### src/hw/rtl/bcgd_pkg.sv
// Shared types and constants for the button click gesture decoder.
// No dependencies; used by bcgd_step and button_click_gesture_decoder_core.
package bcgd_pkg;

	localparam int unsigned HOLD_W    = 10;
	localparam int unsigned COUNT_W   = 11;
	localparam int unsigned GESTURE_W = 2;

	localparam logic [HOLD_W-1:0]    HOLD_RESET = HOLD_W'(50);
	localparam logic [COUNT_W-1:0]   COUNT_MAX  = {COUNT_W{1'b1}};

	localparam logic [GESTURE_W-1:0] G_LONG   = 2'd0;
	localparam logic [GESTURE_W-1:0] G_SINGLE = 2'd1;
	localparam logic [GESTURE_W-1:0] G_DOUBLE = 2'd2;
	localparam logic [GESTURE_W-1:0] G_TRIPLE = 2'd3;

	typedef enum logic [6:0] {
		PH_IDLE   = 7'b0000001,
		PH_PRESS1 = 7'b0000010,
		PH_REL1   = 7'b0000100,
		PH_PRESS2 = 7'b0001000,
		PH_REL2   = 7'b0010000,
		PH_PRESS3 = 7'b0100000,
		PH_WAIT   = 7'b1000000
	} phase_t;

	typedef struct packed {
		phase_t             phase;
		logic [COUNT_W-1:0] count;
		logic [HOLD_W-1:0]  hold;
		logic               pressed;
	} step_in_t;

	typedef struct packed {
		phase_t               phase;
		logic [COUNT_W-1:0]   count;
		logic                 emit;
		logic [GESTURE_W-1:0] gesture;
	} step_out_t;

endpackage

### src/hw/rtl/bcgd_step.sv
// Next-state logic for one sampled button level: phase walk, tick counter, timeout.
// Depends on bcgd_pkg.
module bcgd_step (
	input  bcgd_pkg::step_in_t  si,
	output bcgd_pkg::step_out_t so
);
	import bcgd_pkg::*;

	phase_t             ph;
	logic [COUNT_W-1:0] cnt;
	logic [COUNT_W-1:0] cnt_inc;
	logic               expect_pressed;
	logic               counting;

	always_comb begin
		so             = '0;
		so.phase       = si.phase;
		so.count       = si.count;
		ph             = si.phase;
		cnt            = si.count;
		counting       = 1'b1;
		expect_pressed = 1'b0;
		cnt_inc        = '0;

		case (si.phase)
			PH_WAIT: begin
				counting = 1'b0;
				if (!si.pressed) begin
					so.phase = PH_IDLE;
					so.count = '0;
				end
			end
			PH_PRESS1, PH_REL1, PH_PRESS2, PH_REL2, PH_PRESS3: begin
			end
			default: begin
				if (!si.pressed) begin
					counting = 1'b0;
					so.phase = PH_IDLE;
				end else begin
					ph  = PH_PRESS1;
					cnt = '0;
				end
			end
		endcase

		if (counting) begin
			expect_pressed = (ph == PH_PRESS1) || (ph == PH_PRESS2) || (ph == PH_PRESS3);
			if (si.pressed != expect_pressed) begin
				case (ph)
					PH_PRESS1: ph = PH_REL1;
					PH_REL1:   ph = PH_PRESS2;
					PH_PRESS2: ph = PH_REL2;
					PH_REL2:   ph = PH_PRESS3;
					default:   ph = PH_IDLE;
				endcase
				cnt = '0;
			end
			if (si.phase == PH_PRESS3 && !si.pressed) begin
				// third release
				so.phase   = PH_IDLE;
				so.count   = '0;
				so.emit    = 1'b1;
				so.gesture = G_TRIPLE;
			end else begin
				cnt_inc = (cnt == COUNT_MAX) ? cnt : cnt + COUNT_W'(1);
				if (cnt_inc > {1'b0, si.hold}) begin
					so.emit  = 1'b1;
					so.count = '0;
					case (ph)
						PH_PRESS1: begin
							so.gesture = G_LONG;
							so.phase   = PH_WAIT;
						end
						PH_REL1: begin
							so.gesture = G_SINGLE;
							so.phase   = PH_IDLE;
						end
						PH_PRESS2: begin
							so.gesture = G_DOUBLE;
							so.phase   = PH_WAIT;
						end
						PH_REL2: begin
							so.gesture = G_DOUBLE;
							so.phase   = PH_IDLE;
						end
						default: begin
							so.gesture = G_TRIPLE;
							so.phase   = PH_WAIT;
						end
					endcase
				end else begin
					so.phase = ph;
					so.count = cnt_inc;
				end
			end
		end
	end

endmodule

### src/hw/rtl/button_click_gesture_decoder_core.sv
// Top level of the button click gesture decoder: input stage, phase state, result register.
// Depends on bcgd_pkg and bcgd_step.
//
// One sampled button level per transaction, one transaction per cycle sustained while no
// gesture is held. A sample is registered in the input stage, then the phase and tick
// counter advance and any gesture lands in the output register. A held gesture on the
// master side stalls the input stage until it is taken. hold_limit is written through
// cfg_wen/cfg_wdata and resets to 50.
module button_click_gesture_decoder_core (
	input  logic       clk,
	input  logic       arst_n,
	input  logic       s_axis_tvalid,
	output logic       s_axis_tready,
	input  logic [7:0] s_axis_tdata,  // [0] button_pressed, [7:1] zero
	output logic       m_axis_tvalid,
	input  logic       m_axis_tready,
	output logic [7:0] m_axis_tdata,  // [1:0] gesture, [7:2] zero
	input  logic       cfg_wen,
	input  logic [9:0] cfg_wdata      // hold_limit
);
	import bcgd_pkg::*;

	logic                 valid_s1;
	logic                 pressed_s1;
	logic                 advance;
	phase_t               phase_q;
	logic [COUNT_W-1:0]   count_q;
	logic [HOLD_W-1:0]    hold_q;
	logic                 m_valid_q;
	logic [GESTURE_W-1:0] gesture_q;
	step_in_t             si;
	step_out_t            so;

	assign advance       = !m_valid_q || m_axis_tready;
	assign s_axis_tready = !valid_s1 || advance;

	assign si.phase   = phase_q;
	assign si.count   = count_q;
	assign si.hold    = hold_q;
	assign si.pressed = pressed_s1;

	bcgd_step u_step (
		.si (si),
		.so (so)
	);

	always_ff @(posedge clk or negedge arst_n) begin
		if (!arst_n) begin
			valid_s1 <= 1'b0;
		end else if (s_axis_tready) begin
			valid_s1 <= s_axis_tvalid;
		end
	end

	always_ff @(posedge clk) begin
		if (s_axis_tready && s_axis_tvalid) begin
			pressed_s1 <= s_axis_tdata[0];
		end
	end

	always_ff @(posedge clk or negedge arst_n) begin
		if (!arst_n) begin
			hold_q <= HOLD_RESET;
		end else if (cfg_wen) begin
			hold_q <= cfg_wdata;
		end
	end

	always_ff @(posedge clk or negedge arst_n) begin
		if (!arst_n) begin
			phase_q <= PH_IDLE;
			count_q <= '0;
		end else if (valid_s1 && advance) begin
			phase_q <= so.phase;
			count_q <= so.count;
		end
	end

	always_ff @(posedge clk or negedge arst_n) begin
		if (!arst_n) begin
			m_valid_q <= 1'b0;
		end else if (valid_s1 && advance && so.emit) begin
			m_valid_q <= 1'b1;
		end else if (m_axis_tready) begin
			m_valid_q <= 1'b0;
		end
	end

	always_ff @(posedge clk) begin
		if (valid_s1 && advance && so.emit) begin
			gesture_q <= so.gesture;
		end
	end

	assign m_axis_tvalid = m_valid_q;
	assign m_axis_tdata  = {{(8 - GESTURE_W){1'b0}}, gesture_q};

`ifndef SYNTHESIS
	a_idle_count_zero: assert property (@(posedge clk) disable iff (!arst_n)
		(phase_q == PH_IDLE || phase_q == PH_WAIT) |-> (count_q == '0))
		else $error("count not cleared in idle or wait");

	a_stall_holds_s1: assert property (@(posedge clk) disable iff (!arst_n)
		(valid_s1 && !advance) |=> (valid_s1 && $stable(pressed_s1)))
		else $error("stalled sample lost");

	a_no_overwrite: assert property (@(posedge clk) disable iff (!arst_n)
		(m_valid_q && !m_axis_tready) |=> (m_valid_q && $stable(gesture_q)))
		else $error("pending gesture overwritten");

	a_state_frozen: assert property (@(posedge clk) disable iff (!arst_n)
		!valid_s1 |=> ($stable(phase_q) && $stable(count_q)))
		else $error("state moved without a sample");
`endif

endmodule
### config.mk
export PLATFORM = sky130hd
export DESIGN_NAME = button_click_gesture_decoder_core
export DESIGN_NICKNAME = d
export VERILOG_FILES = /design/src/hw/rtl/bcgd_pkg.sv /design/src/hw/rtl/bcgd_step.sv /design/src/hw/rtl/button_click_gesture_decoder_core.sv
export SDC_FILE = /design/constraint.sdc
export NUM_CORES = 1
export LEC_CHECK = 0
export ABC_AREA = 0
export BUFFER_PORTS_ARGS = -buffer_cell sky130_fd_sc_hd__buf_2
export CORE_ASPECT_RATIO = 0.75
export CORE_MARGIN = 4
export CORE_UTILIZATION = 60
export CTS_BUF_LIST = sky130_fd_sc_hd__clkbuf_4
export DETAILED_ROUTE_END_ITERATION = 7
export PLACE_DENSITY = 0.81
export SKIP_CTS_REPAIR_TIMING = 1
export SLEW_MARGIN = 20
export SYNTH_ARGS = -nofsm -noshare
export SYNTH_HDL_FRONTEND = slang
export SYNTH_SLANG_ARGS = --single-unit
### constraint.sdc
create_clock -name clk -period 5.5 [get_ports clk]
set_input_delay 0.825 -clock clk [delete_from_list [all_inputs] [get_ports clk]]
set_output_delay 0.825 -clock clk [all_outputs]
set_load 0.005 [all_outputs]
# --- Word level (Yosys, flattened, before mapping) ---
# Index checks and enable logic that the tools add are counted.
op_classes:
  n_reduce_logical: 19
  n_lt_le_gt_ge: 1
  n_eq_ne: 19
  add_sub_neg: 1
  mux: 24
op_table:
  columns: ["operator", "count"]
  rows:
  - ["$mux W11", 6]
  - ["$mux W21", 2]
  - ["$mux W7", 6]
  - ["$mux W18", 2]
  - ["$pmux W6 S4", 1]
  - ["$eq A7 B2 Y1 const B", 3]
  - ["$eq A7 B3 Y1 const B", 3]
  - ["$eq A7 B4 Y1 const B", 3]
  - ["$eq A7 B5 Y1 const B", 3]
  - ["$eq A7 B6 Y1 const B", 2]
  - ["$pmux W7 S2", 1]
  - ["$add A11 B1 Y11 const B", 1]
  - ["$eq A11 B11 Y1 const B", 1]
  - ["$gt A11 B10 Y1", 1]
  - ["$eq A7 B7 Y1 const B", 1]
  - ["$pmux W2 S3", 1]
  - ["$reduce_and A3 Y1", 2]
  - ["$reduce_or A6 Y1", 1]
  - ["$reduce_or A5 Y1", 1]
  - ["$logic_and A1 B1 Y1", 4]
  - ["$logic_or A1 B1 Y1", 4]
  - ["$ne A2 B1 Y1 const B", 2]
  - ["$reduce_bool A2 Y1", 2]
  - ["$reduce_or A2 Y1", 2]
  - ["5 further kinds", 9]
word_totals:
  reg_bits: 33
  in_bits: 23
  output_inout_bits: 10
  wordCells: 71

# --- Longest topological paths before layout ---
# Gate-level depths: netlist of run 1.
logic_depth:
  ltp_word: 17
  ltp_mapped: 24
  ltp_nobuf: 21

# --- Modules after synthesis ---
# From an unflattened synthesis of run 1, not the netlist that was laid out.
hier_totals:
  cells_unflattened: 271
  area_unflattened_um2: 2591.2
modules_own_cells:
  columns: ["module", "n_inst", "seq_area_each_um2", "area_per_inst_um2", "cells_per_inst"]
  rows:
  - ["button_click_gesture_decoder_core", 1, 845.8, 1333.8, 79]
  - ["bcgd_step", 1, 0.0, 1257.5, 192]

# --- Least setup slack after synthesis of run 1 ---
# OpenSTA, ideal clock, no wires.
synth_path:
  path_type: "reg-to-reg"
  from: "register phase_q[0]"
  to: "register gesture_q[0] (enable)"
  setup_time_ps: 321
  n_path_buf: 3
  path_slack_ps: 1075
  arrival_time_ps: 4103
  required_ps: 5179
  period_less_slack_ps: 4425
  stages_incl_launch_ff: 24
  path_cell_list: "dfstp_2 buf_2 nor4_4 o211ai_2 xnor2_2 nand2_1 inv_1 ha_1 and3_1 and3_1 nand2_1 or3_1 buf_2 nand2_1 xor2_1 nor2_1 ha_1 o21ai_0 nand2b_1 a21oi_1 o31ai_1 a22oi_1 buf_2 a21boi_1"
synth_via:
  elab_chain_len: 16
  elab_cells_between_ends: 29
  classes_between: "1 x add/sub; 1 x order compare; 11 x eq/ne; 10 x mux; 6 x reduce/logical"
synth_lines:
  columns: ["element", "line_no", "rtl"]
  rows:
  - ["start: declaration", "button_click_gesture_decoder_core.sv:26", "phase_t phase_q;"]
  - ["start signal: assignment", "button_click_gesture_decoder_core.sv:74", "phase_q <= so.phase;"]
  - ["$eq A7 B7 Y1 (tied with other cells)", "bcgd_step.sv:25", "case (si.phase)"]
  - ["$reduce_or A6 Y1 (no line)", null, null]
  - ["$mux W7", "bcgd_step.sv:25", null]
  - ["$eq A7 B2 Y1 or $eq A7 B4 Y1 (tied branches)", "bcgd_step.sv:47", "expect_pressed = (ph == PH_PRESS1) || (ph == PH_PRESS2) || (ph == PH_PRESS3);"]
  - ["$logic_or A1 B1 Y1 (2 in a row)", "bcgd_step.sv:47", null]
  - ["$ne A1 B1 Y1", "bcgd_step.sv:48", "if (si.pressed != expect_pressed) begin"]
  - ["$mux W11", "bcgd_step.sv:48", null]
  - ["$mux W11", "bcgd_step.sv:46", "if (counting) begin"]
  - ["$add A11 B1 Y11 or $eq A11 B11 Y1 (tied branches)", "bcgd_step.sv:65", "cnt_inc = (cnt == COUNT_MAX) ? cnt : cnt + COUNT_W'(1);"]
  - ["$mux W11", "bcgd_step.sv:65", null]
  - ["$gt A11 B10 Y1", "bcgd_step.sv:66", "if (cnt_inc > {1'b0, si.hold}) begin"]
  - ["$mux W3", "bcgd_step.sv:66", null]
  - ["$mux W21", "bcgd_step.sv:58", "if (si.phase == PH_PRESS3 && !si.pressed) begin"]
  - ["$mux W21 *", "bcgd_step.sv:46", null]
  - ["$logic_and A1 B1 Y1 *", "button_click_gesture_decoder_core.sv:90", "if (valid_s1 && advance && so.emit) begin"]
  - ["end signal: assignment", "button_click_gesture_decoder_core.sv:91", "gesture_q <= so.gesture;"]
  - ["end: declaration", "button_click_gesture_decoder_core.sv:30", "logic [GESTURE_W-1:0] gesture_q;"]
# Every way passes the cells marked *; elsewhere a longest branch is shown, timed or not. The select of a mux whose other input is x is not followed.
# A chain may end at the register's enable or synchronous reset.

# --- Worst setup path after layout of run 1 ---
layout_path:
  from: "register phase_q[1]"
  to: "register gesture_q[0], data pin"
layout_via:
  elab_chain_len: 14
  elab_cells_between_ends: 38
  classes_between: "1 x add/sub; 1 x order compare; 17 x eq/ne; 13 x mux; 6 x reduce/logical"
layout_lines:
  columns: ["element", "line_no"]
  rows:
  - ["$eq A7 B7 Y1 (tied with other cells)", "bcgd_step.sv:25"]
  - ["$reduce_or A6 Y1 (no line)", null]
  - ["$mux W7", "bcgd_step.sv:25"]
  - ["$eq A7 B2 Y1 or $eq A7 B4 Y1 (tied branches)", "bcgd_step.sv:47, bcgd_step.sv:49"]
  - ["$logic_or A1 B1 Y1 (2 in a row)", "bcgd_step.sv:47"]
  - ["$ne A1 B1 Y1", "bcgd_step.sv:48"]
  - ["$mux W11 or $mux W7 (tied branches)", "bcgd_step.sv:48"]
  - ["$mux W11 or $mux W7 (tied branches)", "bcgd_step.sv:46"]
  - ["$add A11 B1 Y11 (tied with other cells)", "bcgd_step.sv:65"]
  - ["$mux W11 or $reduce_or A2 Y1 (tied branches)", null]
  - ["$gt A11 B10 Y1 or $pmux W2 S3 (tied branches)", "bcgd_step.sv:66, bcgd_step.sv:69"]
  - ["$mux W3", "bcgd_step.sv:66"]
  - ["$mux W21", "bcgd_step.sv:58"]
# Several ways; a longest one is shown, not always the timed one. The select of a mux whose other input is x is not followed.

==> results of run 1 <==
-- worst max-delay path, cell delays in order (launching register included) --
cell,delay [ns]
dfrtp_1,0.55
xor2_1,0.23
o211ai_2,0.36
xnor2_2,0.18
nand2_1,0.13
inv_1,0.10
ha_1,0.20
and3_1,0.22
and3_1,0.25
nand2_1,0.09
or3_1,0.51
nand4_1,0.18
xor2_1,0.23
nor2_1,0.07
ha_1,0.31
o211ai_1,0.09
and3_1,0.18
o31ai_1,0.25
a22oi_1,0.20
a211o_1,0.31
o21ai_0,0.21
-- registers in the layout, summed over array words and instances, names as in the netlist --
signal	count
count_q	11
gesture_q	2
hold_q	10
m_axis_tvalid	1
phase_q	7
pressed_s1	1
valid_s1	1
-- per-layer routing --
metal  global-route usage  share of wire
met1                0.333           0.50
met2                0.296           0.43
met3               0.0684          0.069
met4               0.0436         0.0065
met5                    0              0
-- metrics by stage --
step / hold WS (ns) / setup slack [ns] / utilization
floorplan: 0.480 / 1.08 / -
global placement: 0.499 / 0.671 / 0.676
detailed placement: 0.505 / 0.542 / 0.676
CTS: 0.502 / 0.507 / 0.689
global route: 0.526 / 0.0475 / 0.689
finish: 0.475 / 0.479 / 0.689
-- Yosys cell counts, drive strengths merged (5+ instances only) --
library cell,n
nand2,31
o21ai,29
dfrtp,26
nor2,20
buf,18
inv,16
ha,11
nand3,11
a21oi,7
a22o,7
and2,7
o211ai,7
a31oi,6
o31ai,6
xor2,6
and3,5
nor3,5
nor4,5
xnor2,5
-- how the worst max path moves through the flow --
stage	endpoint	slack, ns
after global placement	phase_q[4]$_DFFE_PN0P_	0.67
after CTS	gesture_q[0]$_SDFFCE_PN0P_	0.51
final	gesture_q[0]$_SDFFCE_PN0P_	0.48
after detailed placement	phase_q[4]$_DFFE_PN0P_	0.54
after global routing	gesture_q[0]$_SDFFCE_PN0P_	0.05
after floorplan	gesture_q[0]$_SDFFCE_PN0P_	1.08
-- power breakdown --
part / leakage [uW] / total (uW) / switching, uW / internal, uW
logic: 0.000739 / 195 / 114 / 81.3
registers: 0.000415 / 298 / 27.0 / 271
clock network: 0.0000300 / 134 / 87.8 / 46.1
-- cells by family (layout without fill, tap and decap cells) --
| family | count (synthesis) | after routing | synth area share |
|---|---|---|---|
| xor gates and xnor gates | 11 | 11 | 0.0481 |
| muxes | 1 | 1 | 0.00456 |
| AOI/OAI and AO/OA | 85 | 85 | 0.246 |
| DFF | 33 | 33 | 0.342 |
| other | 1 | 6 | 0.00152 |
| adders and majority gates | 11 | 11 | 0.0557 |
| buffers and inverters | 39 | 53 | 0.0846 |
| and+or+nand+nor | 100 | 100 | 0.217 |
-- cell usage in the layout, fill, tap and decap left out, drive strengths merged, types with 2 or more instances in the layout --
master	synthesis	layout
a211oi	2	2
o31ai	6	6
nand2b	2	2
nand4	3	3
clkinv	1	4
a31oi	6	6
and2	7	7
a311oi	2	2
a21oi	7	7
nor2	20	20
a22oi	3	3
nand3	11	11
o211ai	7	7
xor2	6	6
o21ai	29	29
clkbuf	4	5
inv	16	16
dfstp	4	4
conb	1	6
xnor2	5	5
dfrtp	26	26
nand3b	2	2
nand2	31	31
a211o	2	2
nor2b	4	4
nor3	5	5
a41oi	2	2
buf	18	28
a22o	7	7
or3	2	2
and3	5	5
nor4	5	5
o21bai	3	3
edfxtp	3	3
ha	11	11
-- area by class of cell --
class	instances	area (um^2)
clock buffer	5	37.5
sequential	33	846
clock inverter	3	12.5
fill	312	1180
multi-input combinational	214	1440
tap	52	65.1
timing repair buffer	28	163
inverter	17	63.8
==> flow_metrics.env, run 1 <==
export IMPL_die_area_um2=5220
export IMPL_drtIter0Drc=270
export IMPL_r2r_end="gesture_q[0]$_SDFFCE_PN0P_"
export IMPL_antenna_found_initial=0
export IMPL_slew_violations=0
export IMPL_diodes=0
export IMPL_htreeDepth=2
export IMPL_powerDensity_nw_per_um2=239
export IMPL_port_buffers=19
export IMPL_placed_cell_area_um2=2570
export IMPL_drc=0
export IMPL_critPathMaxFanout=14
export IMPL_core_um2=3800
export IMPL_grt_max_degree=31
export IMPL_final_cells=352
export IMPL_r2r_start="phase_q[1]$_DFFE_PN0P_"
export IMPL_cts_root_buf="clkbuf_4"
export IMPL_critPathLaunchType="register"
export IMPL_routed_wl_mm=5.20
export IMPL_yosysSeqAreaShare=0.342
export IMPL_die_h_um=63.6
export IMPL_synthesis_area_um2=2470
export IMPL_io_pins=33
export IMPL_syn_to_final_growth_pct=6.13
export IMPL_reg2regPathDepth=20
export IMPL_start_util=0.650
export IMPL_synth_warnings=0
export IMPL_crit_start="phase_q[1]$_DFFE_PN0P_"
export IMPL_avgSynthCellArea_um2=8.79
export IMPL_max_freq_mhz=199
export IMPL_worstMarginPinSlew_ns=0.816
export IMPL_netlist_top_cells_area="dfrtp_1 26%, ha_1 5.6%, o21ai_0 4.9%, nand2_1 4.6%, dfstp_2 4.3%"
export IMPL_synth_edf_count=3
export IMPL_worstSetupPathType="reg -> reg"
export IMPL_cts_buffers=5
export IMPL_rows=19
export IMPL_power_uw=627
export IMPL_synthCells=281
export IMPL_setup_viol=0
export IMPL_final_nets=333
export IMPL_grt_setup_unrepaired="no"
export IMPL_yosys_area_top_type_share=0.263
export IMPL_synth_cell_types=63
export IMPL_clock_sinks=33
export IMPL_grt_pass1_wl_mm=8.96
export IMPL_timing_slew_headroom=0.450
export IMPL_synthArstFlopShare=0.909
export IMPL_cts_tree="built"
export IMPL_irDropWorstVdd_mv=0.195
export IMPL_max_clock_path_buffers=2
export IMPL_overflow=0
export IMPL_grt_pass1_vias=1915
export IMPL_hold_violations=0
export IMPL_end_kind="register"
export IMPL_wl_per_cell_um=14.8
export IMPL_ant_nets=0
export IMPL_grt_util_all_layers=0.218
export IMPL_clkLatencyLatePin_ns=0.36
export IMPL_min_path_type="in -> async"
export IMPL_fin_crit_sh=0.913
export IMPL_synth_top_cell_by_area="dfrtp_1"
export IMPL_reg2reg_slack_ns=0.48
export IMPL_status="complete, no violations"
export IMPL_cap_violations=0
export IMPL_final_area_um2=2620
export IMPL_period_minus_slack_ns=5.02
export IMPL_die_w_um=82.1
export IMPL_clkTransAtPathRegs_ns=0.11
export IMPL_critical_path_required_ns=5.69
export IMPL_leakagePower_uw=0.00118
export IMPL_placed_cells=344
export IMPL_finClkSkew_ns=0.0124
export IMPL_place_congestion=0.901
export IMPL_drive_above_1_share=0.193
export IMPL_crit_arrival_ns=5.22
export IMPL_finalSetupTns_ns=0
export IMPL_synth_seq_cells=33
export IMPL_hpwl_mm=3.98
export IMPL_viasPerCell=6.07
export IMPL_vias=2136
export IMPL_first_pass_iters=5
export IMPL_synthFlopType="dfrtp_1"
Note: power is estimated with default switching activity, not from simulation.
==> run 2: changes to the inputs <==
--- a/config.mk
+++ b/config.mk
@@ -7,12 +7,14 @@
 export LEC_CHECK = 0
 export ABC_AREA = 0
 export BUFFER_PORTS_ARGS = -buffer_cell sky130_fd_sc_hd__buf_2
+export CELL_PAD_IN_SITES_DETAIL_PLACEMENT = 1
+export CELL_PAD_IN_SITES_GLOBAL_PLACEMENT = 1
 export CORE_ASPECT_RATIO = 0.75
 export CORE_MARGIN = 4
-export CORE_UTILIZATION = 60
+export CORE_UTILIZATION = 45
 export CTS_BUF_LIST = sky130_fd_sc_hd__clkbuf_4
 export DETAILED_ROUTE_END_ITERATION = 7
-export PLACE_DENSITY = 0.81
+export PLACE_DENSITY = 0.8
 export SKIP_CTS_REPAIR_TIMING = 1
 export SLEW_MARGIN = 20
 export SYNTH_ARGS = -nofsm -noshare
==> run 2 against run 1 <==
  * Clock power grew 41%
  * Global-route usage shrank 0.12 points
  * Sequential power is essentially flat
  * Via count grew 3.1%
  * Setup slack lost 0.0029 ns
  * Utilization shrank 18 points
  * Power grew 11%
  * Clock skew shrank 0.0041 ns
  * Hold slack gained 0.038 ns
  * Final cell count grew 7.4%
  * Fmax is essentially flat
==> flow_metrics.env, run 2 (same netlist as run 1, synthesis figures left out) <==
export IMPL_rows=23
export IMPL_cap_violations=0
export IMPL_hpwl_mm=5.09
export IMPL_drc=0
export IMPL_place_congestion=0.831
export IMPL_cts_root_buf="clkbuf_4"
export IMPL_powerDensity_nw_per_um2=258
export IMPL_worstSetupPathType="reg -> reg"
export IMPL_final_area_um2=2700
export IMPL_critPathLaunchType="register"
export IMPL_period_minus_slack_ns=5.02
export IMPL_grt_pass1_wl_mm=11.5
export IMPL_die_h_um=72.2
export IMPL_first_pass_iters=4
export IMPL_fin_crit_sh=0.913
export IMPL_cts_tree="built"
export IMPL_busiest_layer="met2"
export IMPL_core_um2=5320
export IMPL_min_path_type="in -> async"
export IMPL_layout_commonest_cell="nand2_1"
export IMPL_diodes=0
export IMPL_end_kind="register"
export IMPL_largest_register_ffs=11
export IMPL_critical_path_required_ns=5.72
export IMPL_clkLatencyLatePin_ns=0.34
export IMPL_finClkSkew_ns=0.00833
export IMPL_placed_cell_area_um2=2620
export IMPL_vias=2203
export IMPL_final_nets=336
export IMPL_top_regs="count_q x11, hold_q x10, phase_q x7"
export IMPL_start_util=0.464
export IMPL_syn_to_final_growth_pct=9.37
export IMPL_critPathMaxFanout=11
export IMPL_grt_setup_unrepaired="no"
export IMPL_clkTransAtPathRegs_ns=0.11
export IMPL_max_freq_mhz=199
export IMPL_timing_slew_headroom=0.490
export IMPL_met3_usage=0.0404
export IMPL_wl_per_cell_um=17.7
export IMPL_port_buffers=19
export IMPL_gr_usage_met1=0.311
export IMPL_clock_sinks=33
export IMPL_grt_pass1_vias=2278
export IMPL_finalSetupTns_ns=0
export IMPL_grt_max_degree=31
export IMPL_die_area_um2=6750
export IMPL_die_w_um=93.6
export IMPL_grt_util_all_layers=0.216
export IMPL_drive_above_1_share=0.205
export IMPL_final_util=0.508
export IMPL_routed_wl_mm=6.71
export IMPL_io_pins=33
export IMPL_mostFrequentLayoutCells="30 x nand2_1, 26 x dfrtp_1, 24 x o21ai_0, 20 x nor2_1, 19 x buf_2"
export IMPL_status="complete, no violations"
export IMPL_regMostFlops="count_q"
export IMPL_crit_arrival_ns=5.25
export IMPL_leakagePower_uw=0.00121
export IMPL_worstMarginPinSlew_ns=0.757
export IMPL_worst_slack_ns=0.476
export IMPL_ant_nets=0
export IMPL_hold_violations=0
export IMPL_setup_viol=0
export IMPL_htreeDepth=2
export IMPL_max_clock_path_buffers=2
export IMPL_viasPerCell=5.83
export IMPL_irDropWorstVdd_mv=0.128
export IMPL_dpl_worst_slack_ns=0.537
export IMPL_drtIter0Drc=158
export IMPL_antenna_found_initial=0
export IMPL_cts_buffers=5
export IMPL_gr_usage_met2=0.347
export IMPL_overflow=0
export IMPL_power_uw=698
export IMPL_slew_violations=0
run 2: cell count changes in the layout (fill, tap and decap cells not counted), sizes merged:
cell	change
bufinv	+1
clkinv	-2
clkbuf	+1
buf	+3
run 2: final cells by class:
| type | instances | area, um^2 |
|---|---|---|
| fillers | 642 | 2620 |
| inverters | 17 | 63.8 |
| multi-input cells | 214 | 1440 |
| repair buffers | 31 | 185 |
| flip-flops and latches | 33 | 846 |
| well taps | 75 | 93.8 |
| clock inverters | 2 | 33.8 |
| clock buffers | 6 | 45.0 |
run 2: power by group:
part / total [uW] / internal (uW) / switching [uW]
logic: 208 / 83.3 / 125
clock network: 189 / 99.5 / 89.0
registers: 301 / 271 / 29.9
run 2: metrics by stage:
stage | hold WS [ns] | instances
3_5_place_dp | 0.505 | 370
2_1_floorplan | 0.480 | 286
5_1_grt | 0.541 | 378
3_3_place_gp | 0.502 | 370
6_report | 0.513 | 378
4_1_cts | 0.522 | 378
run 2: worst max-delay path: stages, from the launching register on:
cell and delay [ns]:
dfrtp_1 0.56, nor4_4 0.33, o211ai_2 0.23, xnor2_2 0.23, nand2_1 0.13, inv_1 0.09
ha_1 0.20, and3_1 0.23, and3_1 0.20, nand2_1 0.07, or3_1 0.48, nand4_1 0.18
xor2_1 0.23, nor2_1 0.08, ha_1 0.33, o211ai_1 0.10, and3_1 0.19, o31ai_1 0.24
a22oi_1 0.13, buf_4 0.18, buf_4 0.15, a41oi_1 0.22, o22ai_1 0.14
run 2: worst paths after layout:
path / from / to / depth (start not counted) / slack [ns]
worst max-delay path: phase_q[2]$_DFFE_PN0P_ / count_q[2]$_DFFE_PN0P_ / 22 / 0.48
worst min-delay path: arst_n / count_q[2]$_DFFE_PN0P_ / 1 / 0.51
worst max register to register: phase_q[2]$_DFFE_PN0P_ / count_q[2]$_DFFE_PN0P_ / 22 / 0.48
worst min register to register: hold_q[4]$_DFFE_PN1P_ / hold_q[4]$_DFFE_PN1P_ / 2 / 0.51
max in group asynchronous: arst_n / count_q[6]$_DFFE_PN0P_ / 1 / 4.52
min in group clk: hold_q[4]$_DFFE_PN1P_ / hold_q[4]$_DFFE_PN1P_ / 2 / 0.51
run 2: routing by layer:
layer,wire (um),up-vias
met1,3170,1100
li1,-,1044
met5,0,-
met2,3120,54
met4,44,0
met3,369,5
==> run 3: changes to the inputs <==
--- a/config.mk
+++ b/config.mk
@@ -16,7 +16,7 @@
 export DETAILED_ROUTE_END_ITERATION = 7
 export PLACE_DENSITY = 0.8
 export SKIP_CTS_REPAIR_TIMING = 1
-export SLEW_MARGIN = 20
+export SLEW_MARGIN = 30
 export SYNTH_ARGS = -nofsm -noshare
 export SYNTH_HDL_FRONTEND = slang
 export SYNTH_SLANG_ARGS = --single-unit
==> constraint.sdc (replaced) <==
create_clock -name clk -period 5.5 [get_ports clk]
set_input_delay 1.375 -clock clk [delete_from_list [all_inputs] [get_ports clk]]
set_output_delay 1.375 -clock clk [all_outputs]
set_load 0.005 [all_outputs]
==> run 3 against run 2 <==
  * Die area unchanged
  * Clock skew down 0.0035 ns
  * Final cell count unchanged
  * Routed wire length down 7.3%
  * Sequential cell count unchanged
  * Critical endpoint is now gesture_q[0]$_SDFFCE_PN0P_
==> flow_metrics.env, run 3 (same netlist as run 1, synthesis figures left out) <==
export IMPL_grt_setup_unrepaired="no"
export IMPL_cap_violations=0
export IMPL_powerDensity_nw_per_um2=238
export IMPL_crit_arrival_ns=5.19
export IMPL_cts_buffers=5
export IMPL_layout_commonest_cell="nand2_1"
export IMPL_min_path_type="reg -> reg"
export IMPL_cpPeakStageDelay_ns=0.57
export IMPL_p_switching_uw=233
export IMPL_cp_cell_sequence="nor4_4, o211ai_2, xnor2_2, nand2_1, inv_1, ha_1, and3_1, and3_1, nand2_1, or3_1, nand4_1, xor2_1, nor2_1, ha_1, o211ai_1, and3_1, o31ai_1, a22oi_1, buf_4, a211o_1, o21ai_0"
export IMPL_first_pass_iters=4
export IMPL_cts_root_buf="clkbuf_4"
export IMPL_period_minus_slack_ns=5.02
export IMPL_grt_pass1_vias=2222
export IMPL_clock_sinks=33
export IMPL_place_congestion=0.824
export IMPL_hpwl_mm=4.85
export IMPL_grt_max_degree=31
export IMPL_status="complete, no violations"
export IMPL_worstSetupPathType="reg -> reg"
export IMPL_clkLatencyLatePin_ns=0.34
export IMPL_p_comb_frac=0.323
export IMPL_start_util=0.464
export IMPL_critical_path_required_ns=5.68
export IMPL_die_h_um=72.2
export IMPL_timing_slew_headroom=0.423
export IMPL_cp_top_family="simple AND/OR/NAND/NOR gates"
export IMPL_overflow=0
export IMPL_vias=2128
export IMPL_slew_violations=0
export IMPL_clkPwrFrac=0.205
export IMPL_final_util=0.502
export IMPL_fin_crit_sh=0.912
export IMPL_irDropWorstVdd_mv=0.181
export IMPL_syn_to_final_growth_pct=8.20
export IMPL_max_clock_path_buffers=2
export IMPL_diodes=0
export IMPL_die_area_um2=6750
export IMPL_cpMaxStageDelayCell="dfrtp_1"
export IMPL_io_pins=33
export IMPL_topRoutingLayerUsed="met4"
export IMPL_dpl_worst_slack_ns=0.500
export IMPL_reg2reg_slack_ns=0.48
export IMPL_critPathMaxFanout=11
export IMPL_worst_slack_ns=0.485
export IMPL_antenna_found_initial=0
export IMPL_top_regs="count_q x11, hold_q x10, phase_q x7"
export IMPL_swShare=0.365
export IMPL_port_buffers=19
export IMPL_rows=23
export IMPL_core_um2=5320
export IMPL_worstMarginPinSlew_ns=0.857
export IMPL_dr_wl_met3_um=255
export IMPL_grt_util_all_layers=0.201
export IMPL_ant_nets=0
export IMPL_setup_viol=0
export IMPL_drtIter0Drc=121
export IMPL_drive_above_1_share=0.201
export IMPL_critPathLaunchType="register"
export IMPL_intPower_uw=405
export IMPL_end_kind="register"
export IMPL_wl_met1_mm=3.19
export IMPL_htreeDepth=2
export IMPL_grt_pass1_wl_mm=10.7
export IMPL_regMostFlops="count_q"
export IMPL_wl_met2_mm=2.73
export IMPL_worst_path_buf_inv=2
export IMPL_wl_per_cell_um=16.5
export IMPL_final_nets=336
export IMPL_largest_register_ffs=11
export IMPL_drc=0
export IMPL_finClkSkew_ns=0.00485
export IMPL_cts_tree="built"
export IMPL_routed_wl_mm=6.22
export IMPL_viasPerCell=5.63
export IMPL_clkTransAtPathRegs_ns=0.10
export IMPL_crit_top_cell="and3_1"
export IMPL_hold_violations=0
export IMPL_max_freq_mhz=199
export IMPL_finalSetupTns_ns=0
export IMPL_seqPwrFrac=0.472
export IMPL_leakagePower_uw=0.00120
export IMPL_die_w_um=93.6
export IMPL_mostFrequentLayoutCells="30 x nand2_1, 26 x dfrtp_1, 24 x o21ai_0, 20 x nor2_1, 19 x buf_2"
run 3: cell count changes in the layout (fill, tap and decap cells not counted), sizes merged:
| cell | delta |
|---|---|
| bufinv | -1 |
| clkbuf | -1 |
| clkinv | +2 |
run 3: power by group through the flow:
stage | logic (uW) | clock network [uW] | registers (uW)
floorplan | 157 | 0 | 291
global placement | 197 | 0 | 303
detailed placement | 207 | 0 | 305
CTS | 208 | 137 | 300
global route | 234 | 148 | 306
finish | 206 | 131 | 301
run 3: worst reg2reg max path, stage by stage (launching register included):
cell and delay [ns]:
dfrtp_1 0.57, nor4_4 0.33, o211ai_2 0.23, xnor2_2 0.25
nand2_1 0.14, inv_1 0.09, ha_1 0.18, and3_1 0.22
and3_1 0.20, nand2_1 0.07, or3_1 0.48, nand4_1 0.18
xor2_1 0.22, nor2_1 0.07, ha_1 0.31, o211ai_1 0.09
and3_1 0.18, o31ai_1 0.25, a22oi_1 0.13, buf_4 0.19
a211o_1 0.28, o21ai_0 0.20
run 3: final cells by class:
cell class / count / area (um^2)
sequential: 33 / 846
tap: 75 / 93.8
clock inverter: 3 / 12.5
clock buffer: 5 / 37.5
fill: 652 / 2650
multi-input combinational: 214 / 1440
inverter: 17 / 63.8
timing repair buffer: 31 / 185
run 3: per-layer routing:
metal  vias up  track usage
li1       1044            -
met1      1045        0.290
met2        33        0.308
met3         6       0.0466
met4         0       0.0449
met5         -            0
run 3: stage by stage:
step                      hold WS (ns)  power (uW)  std cells  area [um^2]
after floorplan                  0.480         448        286         2490
after global placement           0.502         500        370         2620
after detailed placement         0.502         512        370         2620
after CTS                        0.519         645        378         2670
after global routing             0.538         687        378         2670
final                            0.517         638        378         2670
run 3: final timing paths:
check                                       startpoint                         end  cells past startpoint
min in group asynchronous                       arst_n       hold_q[2]$_DFFE_PN0P_                      1
worst min register to register   hold_q[4]$_DFFE_PN1P_       hold_q[4]$_DFFE_PN1P_                      2
max in group asynchronous                       arst_n      phase_q[3]$_DFFE_PN0P_                      1
worst max register to register  phase_q[2]$_DFFE_PN0P_  gesture_q[0]$_SDFFCE_PN0P_                     21
worst min-delay path             hold_q[4]$_DFFE_PN1P_       hold_q[4]$_DFFE_PN1P_                      2
worst max-delay path            phase_q[2]$_DFFE_PN0P_  gesture_q[0]$_SDFFCE_PN0P_                     21
